$ cat config.mk
export PLATFORM = sky130hd
export DESIGN_NAME = acmac_round
export DESIGN_NICKNAME = d
export VERILOG_FILES = /design/src/rtl/aes_cmac_tag_engine_defines.svh /design/src/rtl/acmac_pkg.sv /design/src/rtl/acmac_lane.sv /design/src/rtl/acmac_round.sv
export SDC_FILE = /design/constraint.sdc
export NUM_CORES = 2
export LEC_CHECK = 0
export ABC_AREA = 1
export BUFFER_PORTS_ARGS = -buffer_cell sky130_fd_sc_hd__buf_2
export CORE_ASPECT_RATIO = 1.2
export CORE_MARGIN = 3
export CORE_UTILIZATION = 30
export DETAILED_ROUTE_END_ITERATION = 10
export SYNTH_ARGS = -nofsm -noshare
export SYNTH_HDL_FRONTEND = slang
export SYNTH_HIERARCHICAL = 1
export SYNTH_SLANG_ARGS = --single-unit
$ cat constraint.sdc
create_clock -name vclk -period 3.2
set_input_delay 0.16 -clock vclk [all_inputs]
set_output_delay 0.16 -clock vclk [all_outputs]
set_load 0.05 [all_outputs]
$ cat src/rtl/aes_cmac_tag_engine_defines.svh
// Assertion macros for the AES-CMAC tag engine.
// Used by the top level; no dependencies.
`ifndef AES_CMAC_TAG_ENGINE_DEFINES_SVH
`define AES_CMAC_TAG_ENGINE_DEFINES_SVH
`define ACMAC_ASSERT_IMP(lbl, clk, rst_n, a, c) \
    lbl: assert property (@(posedge clk) disable iff (!rst_n) (a) |-> (c)) \
        else $error("assertion failed");
`define ACMAC_ASSERT_NXT(lbl, clk, rst_n, a, c) \
    lbl: assert property (@(posedge clk) disable iff (!rst_n) (a) |=> (c)) \
        else $error("assertion failed");
`endif

$ cat src/rtl/acmac_pkg.sv
// Package for the AES-CMAC tag engine: types, S-box, round helpers.
// No dependencies.
`default_nettype none
package acmac_pkg;
    localparam int BLK_W = 128;
    localparam int NUM_LANES = 16;
    localparam int NUM_ROUNDS = 10;
    localparam logic [7:0] GF_RED = 8'h87;
    localparam logic [7:0] PAD_BYTE = 8'h80;
    localparam logic [0:0] REG_KEY_HI = 1'b0;
    localparam logic [0:0] REG_KEY_LO = 1'b1;

    typedef logic [BLK_W-1:0] blk_t;
    typedef logic [3:0] rnd_t;

    typedef struct packed {
        logic final_rnd;
    } rnd_ctl_t;

    function automatic logic [7:0] sbox(input logic [7:0] x);
        logic [7:0] tbl [256];
        tbl = '{
        8'h63,8'h7c,8'h77,8'h7b,8'hf2,8'h6b,8'h6f,8'hc5,8'h30,8'h01,8'h67,8'h2b,8'hfe,8'hd7,8'hab,8'h76,
        8'hca,8'h82,8'hc9,8'h7d,8'hfa,8'h59,8'h47,8'hf0,8'had,8'hd4,8'ha2,8'haf,8'h9c,8'ha4,8'h72,8'hc0,
        8'hb7,8'hfd,8'h93,8'h26,8'h36,8'h3f,8'hf7,8'hcc,8'h34,8'ha5,8'he5,8'hf1,8'h71,8'hd8,8'h31,8'h15,
        8'h04,8'hc7,8'h23,8'hc3,8'h18,8'h96,8'h05,8'h9a,8'h07,8'h12,8'h80,8'he2,8'heb,8'h27,8'hb2,8'h75,
        8'h09,8'h83,8'h2c,8'h1a,8'h1b,8'h6e,8'h5a,8'ha0,8'h52,8'h3b,8'hd6,8'hb3,8'h29,8'he3,8'h2f,8'h84,
        8'h53,8'hd1,8'h00,8'hed,8'h20,8'hfc,8'hb1,8'h5b,8'h6a,8'hcb,8'hbe,8'h39,8'h4a,8'h4c,8'h58,8'hcf,
        8'hd0,8'hef,8'haa,8'hfb,8'h43,8'h4d,8'h33,8'h85,8'h45,8'hf9,8'h02,8'h7f,8'h50,8'h3c,8'h9f,8'ha8,
        8'h51,8'ha3,8'h40,8'h8f,8'h92,8'h9d,8'h38,8'hf5,8'hbc,8'hb6,8'hda,8'h21,8'h10,8'hff,8'hf3,8'hd2,
        8'hcd,8'h0c,8'h13,8'hec,8'h5f,8'h97,8'h44,8'h17,8'hc4,8'ha7,8'h7e,8'h3d,8'h64,8'h5d,8'h19,8'h73,
        8'h60,8'h81,8'h4f,8'hdc,8'h22,8'h2a,8'h90,8'h88,8'h46,8'hee,8'hb8,8'h14,8'hde,8'h5e,8'h0b,8'hdb,
        8'he0,8'h32,8'h3a,8'h0a,8'h49,8'h06,8'h24,8'h5c,8'hc2,8'hd3,8'hac,8'h62,8'h91,8'h95,8'he4,8'h79,
        8'he7,8'hc8,8'h37,8'h6d,8'h8d,8'hd5,8'h4e,8'ha9,8'h6c,8'h56,8'hf4,8'hea,8'h65,8'h7a,8'hae,8'h08,
        8'hba,8'h78,8'h25,8'h2e,8'h1c,8'ha6,8'hb4,8'hc6,8'he8,8'hdd,8'h74,8'h1f,8'h4b,8'hbd,8'h8b,8'h8a,
        8'h70,8'h3e,8'hb5,8'h66,8'h48,8'h03,8'hf6,8'h0e,8'h61,8'h35,8'h57,8'hb9,8'h86,8'hc1,8'h1d,8'h9e,
        8'he1,8'hf8,8'h98,8'h11,8'h69,8'hd9,8'h8e,8'h94,8'h9b,8'h1e,8'h87,8'he9,8'hce,8'h55,8'h28,8'hdf,
        8'h8c,8'ha1,8'h89,8'h0d,8'hbf,8'he6,8'h42,8'h68,8'h41,8'h99,8'h2d,8'h0f,8'hb0,8'h54,8'hbb,8'h16};
        return tbl[x];
    endfunction

    function automatic logic [7:0] xtime(input logic [7:0] x);
        return {x[6:0], 1'b0} ^ (x[7] ? 8'h1b : 8'h00);
    endfunction

    function automatic logic [7:0] rcon(input rnd_t r);
        logic [7:0] v;
        case (r)
            4'd1: v = 8'h01;
            4'd2: v = 8'h02;
            4'd3: v = 8'h04;
            4'd4: v = 8'h08;
            4'd5: v = 8'h10;
            4'd6: v = 8'h20;
            4'd7: v = 8'h40;
            4'd8: v = 8'h80;
            4'd9: v = 8'h1b;
            4'd10: v = 8'h36;
            default: v = 8'h00;
        endcase
        return v;
    endfunction

    // byte i of a block, byte 0 most significant
    function automatic logic [7:0] get_byte(input blk_t b, input int i);
        return b[BLK_W-1-8*i -: 8];
    endfunction

    function automatic blk_t dbl(input blk_t a);
        return {a[BLK_W-2:0], 1'b0} ^ (a[BLK_W-1] ? blk_t'(GF_RED) : blk_t'(0));
    endfunction

    function automatic blk_t next_rkey(input blk_t k, input rnd_t r);
        logic [31:0] w0, w1, w2, w3, t;
        w0 = k[127:96];
        w1 = k[95:64];
        w2 = k[63:32];
        w3 = k[31:0];
        t = {sbox(w3[23:16]) ^ rcon(r), sbox(w3[15:8]), sbox(w3[7:0]), sbox(w3[31:24])};
        w0 = w0 ^ t;
        w1 = w1 ^ w0;
        w2 = w2 ^ w1;
        w3 = w3 ^ w2;
        return {w0, w1, w2, w3};
    endfunction
endpackage
`default_nettype wire

$ cat src/rtl/acmac_lane.sv
// One column lane of an AES round: SubBytes, MixColumn, AddRoundKey.
// Depends on acmac_pkg.
`default_nettype none
module acmac_lane
    import acmac_pkg::*;
(
    input  wire logic [31:0] col_in,
    input  wire logic [31:0] rkey,
    input  wire logic        final_rnd,
    output logic      [31:0] col_out
);
    logic [7:0] a0, a1, a2, a3, all;
    logic [31:0] mixed;
    always_comb
    begin
        a0 = sbox(col_in[31:24]);
        a1 = sbox(col_in[23:16]);
        a2 = sbox(col_in[15:8]);
        a3 = sbox(col_in[7:0]);
        all = a0 ^ a1 ^ a2 ^ a3;
        if (final_rnd)
            mixed = {a0, a1, a2, a3};
        else
            mixed = {a0 ^ all ^ xtime(a0 ^ a1), a1 ^ all ^ xtime(a1 ^ a2),
                     a2 ^ all ^ xtime(a2 ^ a3), a3 ^ all ^ xtime(a3 ^ a0)};
        col_out = mixed ^ rkey;
    end
endmodule
`default_nettype wire

$ cat src/rtl/acmac_round.sv
// AES round: ShiftRows feeds four column lanes, outputs merged into the state.
// Depends on acmac_pkg, acmac_lane.
`default_nettype none
module acmac_round
    import acmac_pkg::*;
(
    input  wire blk_t     state_in,
    input  wire blk_t     rkey,
    input  wire rnd_ctl_t ctl,
    output blk_t          state_out
);
    logic [31:0] cols [4];
    logic [31:0] outs [4];
    always_comb
    begin
        for (int c = 0; c < 4; c++)
            cols[c] = {get_byte(state_in, ((c + 0) % 4) * 4 + 0),
                       get_byte(state_in, ((c + 1) % 4) * 4 + 1),
                       get_byte(state_in, ((c + 2) % 4) * 4 + 2),
                       get_byte(state_in, ((c + 3) % 4) * 4 + 3)};
    end
    for (genvar g = 0; g < 4; g++)
    begin : g_lane
        acmac_lane u_lane (
            .col_in(cols[g]),
            .rkey(rkey[127-32*g -: 32]),
            .final_rnd(ctl.final_rnd),
            .col_out(outs[g])
        );
    end
    assign state_out = {outs[0], outs[1], outs[2], outs[3]};
endmodule
`default_nettype wire

; ---- After elaboration in Yosys (flattened, before gate mapping)
; Memory sizes are Yosys's and may differ from the RTL's.
; Index checks and enable logic that the tools add are counted.
; Widths: inputs -> output; s select.
[classes]
n_addsub = 0
multipliers = 0
div_mod_pow = 0
magnitude_cmp = 16
eq_ne = 0
shifts = 0
muxes = 52
bitwise_logic = 92
reduce_logical = 0
[op_table]
columns = cell, n
row1 = $xor 8x8->8, 72
row2 = $mux 8, 32
row3 = $ge 9x9->1 const B, 16
row4 = $not 8->9, 16
row5 = $mux 32, 4
row6 = $xor 32x32->32, 4
row7 = $mux 5, 16
[word_totals]
reg_bits = 0
latchBits = 0
mem_bits_rw = 0
rom_bits = 32768
input_bits = 257
wordCells = 176
mem_count = 16
[memory_table]
columns = memory, depth, width, rd, rd_clocked_by_memory_dff, write_ports, line
row1 = (no name shown), 256, 8, 1, 0, 0, acmac_pkg.sv:39  ; return tbl[x];
row2 = (no name shown), 256, 8, 1, 0, 0, acmac_pkg.sv:39
row3 = (no name shown), 256, 8, 1, 0, 0, acmac_pkg.sv:39
row4 = (no name shown), 256, 8, 1, 0, 0, acmac_pkg.sv:39
row5 = (no name shown), 256, 8, 1, 0, 0, acmac_pkg.sv:39
row6 = (no name shown), 256, 8, 1, 0, 0, acmac_pkg.sv:39
row7 = 10 more memories, --, --, --, --, --, --

; ---- Logic depth before layout (Yosys ltp)
[depth]
ltp_word = 11
depth_mapped = 25
depth_no_buf = 24

; ---- Cells and area by module
; Netlist, hierarchy kept.
[modules_own_cells]
columns = mod, n_inst, cells_each, area_each_um2
row1 = acmac_lane at g_lane[2].u_lane ..., 2, 3326, 15192.1
row2 = acmac_lane at g_lane[0].u_lane ..., 2, 3290, 15077.0

; ---- Worst setup path after synthesis
; OpenSTA, ideal clock, no wires.
[synth_path]
kind = input port to output port
startpoint = input state_in[104]
endpoint = output state_out[40]
arrival_time_ns = 2.965
path_slack_ns = 0.075
stages = 19
cell_sequence = buf_2 -> inv_1 -> ha_1 -> nand2_1 -> buf_2 -> nand3_1 -> nand3_1 -> nand3_1 -> nand3_1 -> nand3_1 -> nand2_1 -> inv_2 -> nand2_1 -> nand2_1 -> nand2_2 -> nand2_2 -> nand2_1 -> nand3_1 -> xnor2_1
[synth_between]
elab_chain_cells = 10
elab_cells_between_ends = 13
classes_between = mux: 4 / bitwise: 8 / memory: 1
[synth_lines]
columns = element, line
row1 = from (decl), acmac_round.sv:7  ; input wire blk_t state_in,
row2 = $not 8->9 (implied by the code) *, acmac_pkg.sv:39
row3 = $mem_v2 256x8 *, --
row4 = $mux 8 (implied by the code) * (2 in series), acmac_pkg.sv:39
row5 = $xor 8x8->8 (on tied branches), "acmac_lane.sv:20, acmac_lane.sv:25"
row6 = $xor 8x8->8 / $mux 5 (equally long branches), "acmac_lane.sv:20, acmac_pkg.sv:43"
row7 = $xor 8x8->8 (on tied branches), "acmac_lane.sv:25, acmac_pkg.sv:43"
row8 = $xor 8x8->8, acmac_lane.sv:25  ; a2 ^ all ^ xtime(a2 ^ a3), a3 ^ all ^ xtime(a3 ^ a0)};
row9 = $mux 32 *, acmac_lane.sv:21  ; if (final_rnd)
row10 = $xor 32x32->32 *, acmac_lane.sv:26  ; col_out = mixed ^ rkey;
row11 = to (decl), acmac_round.sv:10  ; output blk_t state_out
; Mark *: on every way between the ends. The rest lies on a longest branch, timed or not. The select of a mux whose other input is x is not followed.

; ---- Worst setup path in the final report
[layout_path]
startpoint = input state_in[20]
endpoint = output state_out[48]
[layout_between]
elab_chain_cells = 11
elab_cells_between_ends = 14
classes_between = mux: 4 / bitwise: 9 / memory: 1
[layout_lines]
columns = element, line
row1 = $not 8->9 (implied by the code) *, acmac_pkg.sv:39
row2 = $mem_v2 256x8 *, --
row3 = $mux 8 (implied by the code) * (2 in series), acmac_pkg.sv:39
row4 = $xor 8x8->8 (3 in series), acmac_lane.sv:20  ; all = a0 ^ a1 ^ a2 ^ a3;
row5 = $xor 8x8->8 (2 in series), acmac_lane.sv:24  ; mixed = {a0 ^ all ^ xtime(a0 ^ a1), a1 ^ all ^ xtime(a1 ^ a2),
row6 = $mux 32 *, acmac_lane.sv:21
row7 = $xor 32x32->32 *, acmac_lane.sv:26
; Marks and branches as above.

==> results.md <==
- Mean post-synth cell area: 4.58 sq um
- Die Y: 498 um
- Logic gate share of total power: 1.000
- Wire per inst: 22.7 um
- Ports: 385
- Pleak: 47.9 nW
- Syn_nets: 13.7k
- Seq_cells: 0
- Detail-routed via count per cell: 5.76
- Worst setup margin: 0.00222 ns
- Initial Util: 0.302
- Worst Tran Pin Value: 1.17 ns
- Fmax: 313 MHz
- Sw power: 14.0 mW
- Multi-input gate area: 0.0578 sq mm
- Vias in the first global route: 95.1k
- Post-layout min period: 3.20 ns
- Hold crit path type: in -> out
- Non-Filler Instances: 18.0k
- DRT Pass-1 Iters: 9
- Rel. slew slack: 0.221
- Site Rows: 180
- FILL cells: 22.4k
- Fin util: 0.440
- DIE WIDTH: 416 um
- Critical Path Fanout Max: 12
- Arrival time at the worst endpoint: 3.04 ns
- Power per cell area: 251 mW/mm^2
- Port Buffer Count: 385
- Cell count after placement: 17.9k
- VDD IR max: 0.305 mV
- DRC: 0
- Clock power share: 0
- Core area: 0.200 sq mm
- Initial antenna violation count: 26
- First-pass GRT wire length: 597000 um
- CP startpoint: state_in[20]
- Synth unique cells: 36
- Int Pwr: 8.06 mW
- Area delta synth->final: 45.6%
- Sequential power share: 0
- Endpoint type of the worst setup path: output pin
- Pin count of the biggest net entering global routing: 70
- Yosys warns: 6
- CP required: 3.04 ns
- Post-synthesis cell area: 0.0605 sq mm
- Hold Path Depth: 4
- CP startpoint kind: input pin
- Antenna Violating Nets Remaining: 0
- Final Max Slew Viols: 0
- Final setup violation count: 0
- DP Wirelength: 320000 um
- GPL Wtd Cong: 1.11
- Setup repair after global routing missed its margin: true
- Via count: 104k
- Total die area: 0.207 sq mm
- Capture point of the worst path: state_out[48]
- Final net count: 15.8k
- Switching power share of the total: 0.635
- Crit Path Category: in -> out
- Status: completed
- Hold WS: 0.667 ns
- Routed WL: 407000 um
- CTS Hold Bufs: 0
- Setup WS pre-CTS: -0.597 ns
- Register area share after synthesis: 0
- # clk buffers: 0
- Crit share post-route: 0.999
- Total of max-cap violations: 0
- Gr usage total: 0.367
- Final-report hold violation count: 0
- Sequential Area: 0 sq um
- Syn Inst Count: 13.2k
- Initial DRC count: 15.1k
- Grt ovf: 0
- Share of layout cells above drive strength 1: 0.274
-- layout by cell type (no fill, tap or decap), types with 28 or more instances in the layout --
| cell | instances |
|---|---|
| nor2_4 | 31 |
| a21oi_1 | 346 |
| nand3_2 | 181 |
| nand3b_1 | 64 |
| ha_2 | 43 |
| a21oi_2 | 34 |
| nand3_1 | 3540 |
| o21ai_1 | 123 |
| nand4_1 | 76 |
| o21ai_0 | 268 |
| inv_1 | 568 |
| nand2_2 | 497 |
| buf_12 | 194 |
| nand2_1 | 5052 |
| xor2_1 | 28 |
| o211ai_1 | 160 |
| inv_2 | 176 |
| ha_4 | 47 |
| buf_4 | 2274 |
| nor2_1 | 647 |
| ha_1 | 146 |
| nand2_4 | 119 |
| buf_2 | 241 |
| nor2_2 | 104 |
| buf_6 | 125 |
-- Yosys cell counts --
| library cell | n | share of area |
|---|---|---|
| a21boi_0 | 2 | 0.00025 |
| a21oi_1 | 376 | 0.031 |
| a21oi_2 | 8 | 0.0012 |
| a31oi_1 | 18 | 0.0019 |
| and3_1 | 4 | 0.00041 |
| buf_1 | 112 | 0.0069 |
| buf_2 | 370 | 0.031 |
| buf_4 | 84 | 0.010 |
| buf_6 | 32 | 0.0060 |
| clkbuf_1 | 186 | 0.012 |
| clkinv_1 | 18 | 0.0011 |
| ha_1 | 236 | 0.049 |
| inv_1 | 646 | 0.040 |
| inv_2 | 124 | 0.0077 |
| inv_4 | 6 | 0.00062 |
| nand2_1 | 5514 | 0.34 |
| nand2_2 | 150 | 0.016 |
| nand2_4 | 6 | 0.0011 |
| nand3_1 | 3732 | 0.31 |
| nand3_2 | 8 | 0.0013 |
| nand3b_1 | 64 | 0.0079 |
| nand4_1 | 76 | 0.0079 |
| nor2_1 | 748 | 0.046 |
| nor2_2 | 30 | 0.0031 |
| nor2_4 | 4 | 0.00074 |
| nor3_1 | 20 | 0.0017 |
| o211ai_1 | 160 | 0.020 |
| o21a_1 | 4 | 0.00050 |
| o21ai_0 | 302 | 0.025 |
| o21ai_1 | 106 | 0.0088 |
| o21ai_2 | 4 | 0.00058 |
| o22ai_1 | 12 | 0.0012 |
| o31ai_1 | 4 | 0.00050 |
| or2_2 | 10 | 0.0010 |
| xnor2_1 | 26 | 0.0038 |
| xor2_1 | 30 | 0.0043 |
-- worst max-delay path, stage by stage --
cell and delay (ns):
buf_2 0.15, buf_4 0.21, nor2_1 0.52, nand3_1 0.17, nand2_1 0.11, nor2_2 0.06, nand2_1 0.10, nand3_4 0.12
nand2_8 0.15, inv_2 0.07, nand2_2 0.08, nand2_4 0.07, buf_4 0.15, buf_4 0.12, nand3_1 0.09, nand3_2 0.12
xnor2_4 0.27, buf_6 0.15, buf_8 0.14
-- power by group through the flow --
stage                     Sequential, mW   Clock (mW)  Combinational, mW
after floorplan                        0            0               11.1
after global placement                 0            0               19.9
after detailed placement               0            0               19.7
after CTS                              0            0               20.2
after global routing                   0  0.000000127               23.6
final                                  0  0.000000638               22.1
-- area by class of cell --
cell class,count,share of cell area
Inverter,794,0.0347
Multi-Input combinational cell,11700,0.656
Tap cell,2639,0.0375
Timing Repair Buffer,2866,0.271
Antenna cell,15,0.000426
-- what timing repair did --
item,CTS,global route
pin swaps,12,224
buffers inserted,1,50
gates resized for setup,323,1248
setup endpoints to repair,116,128
-- kinds of logic after synthesis --
family | count (synthesis) | share of synthesized area
buffers and inverters | 1578 | 0.115
AND/OR/NAND/NOR | 10400 | 0.737
XOR/XNOR | 56 | 0.00810
adder cells (fa/ha/maj) | 236 | 0.0488
AO/OA/AOI/OAI | 996 | 0.0907
-- layer usage --
metal | part of all wire | wire length, um | up-vias | global-route usage
met2 | 0.43 | 177000 | 7265 | 0.583
met5 | 0.00017 | 69 | - | 0
met1 | 0.37 | 151000 | 46500 | 0.453
met4 | 0.091 | 37200 | 10 | 0.259
li1 | - | - | 47900 | -
met3 | 0.10 | 41800 | 1896 | 0.0546
-- stage by stage --
stage	instance area, sq um	TNS, ns	power [mW]
global placement	82500	-22.59	19.9
global route	88100	-1.95	23.6
finish	88100	0	22.1
floorplan	60500	0	11.1
CTS	83400	-0.125	20.2
detailed placement	82500	-19.37	19.7
-- worst min-delay path by stage --
stage                        start  slack [ns]            end
after detailed placement  rkey[64]        0.71  state_out[64]
after CTS                 rkey[83]        0.67  state_out[83]
after floorplan           rkey[18]        0.64  state_out[18]
final                      rkey[9]        0.67   state_out[9]
after global routing      rkey[68]        0.69  state_out[68]
after global placement    rkey[98]        0.71  state_out[98]
Note: power is estimated with default switching activity, not from simulation.
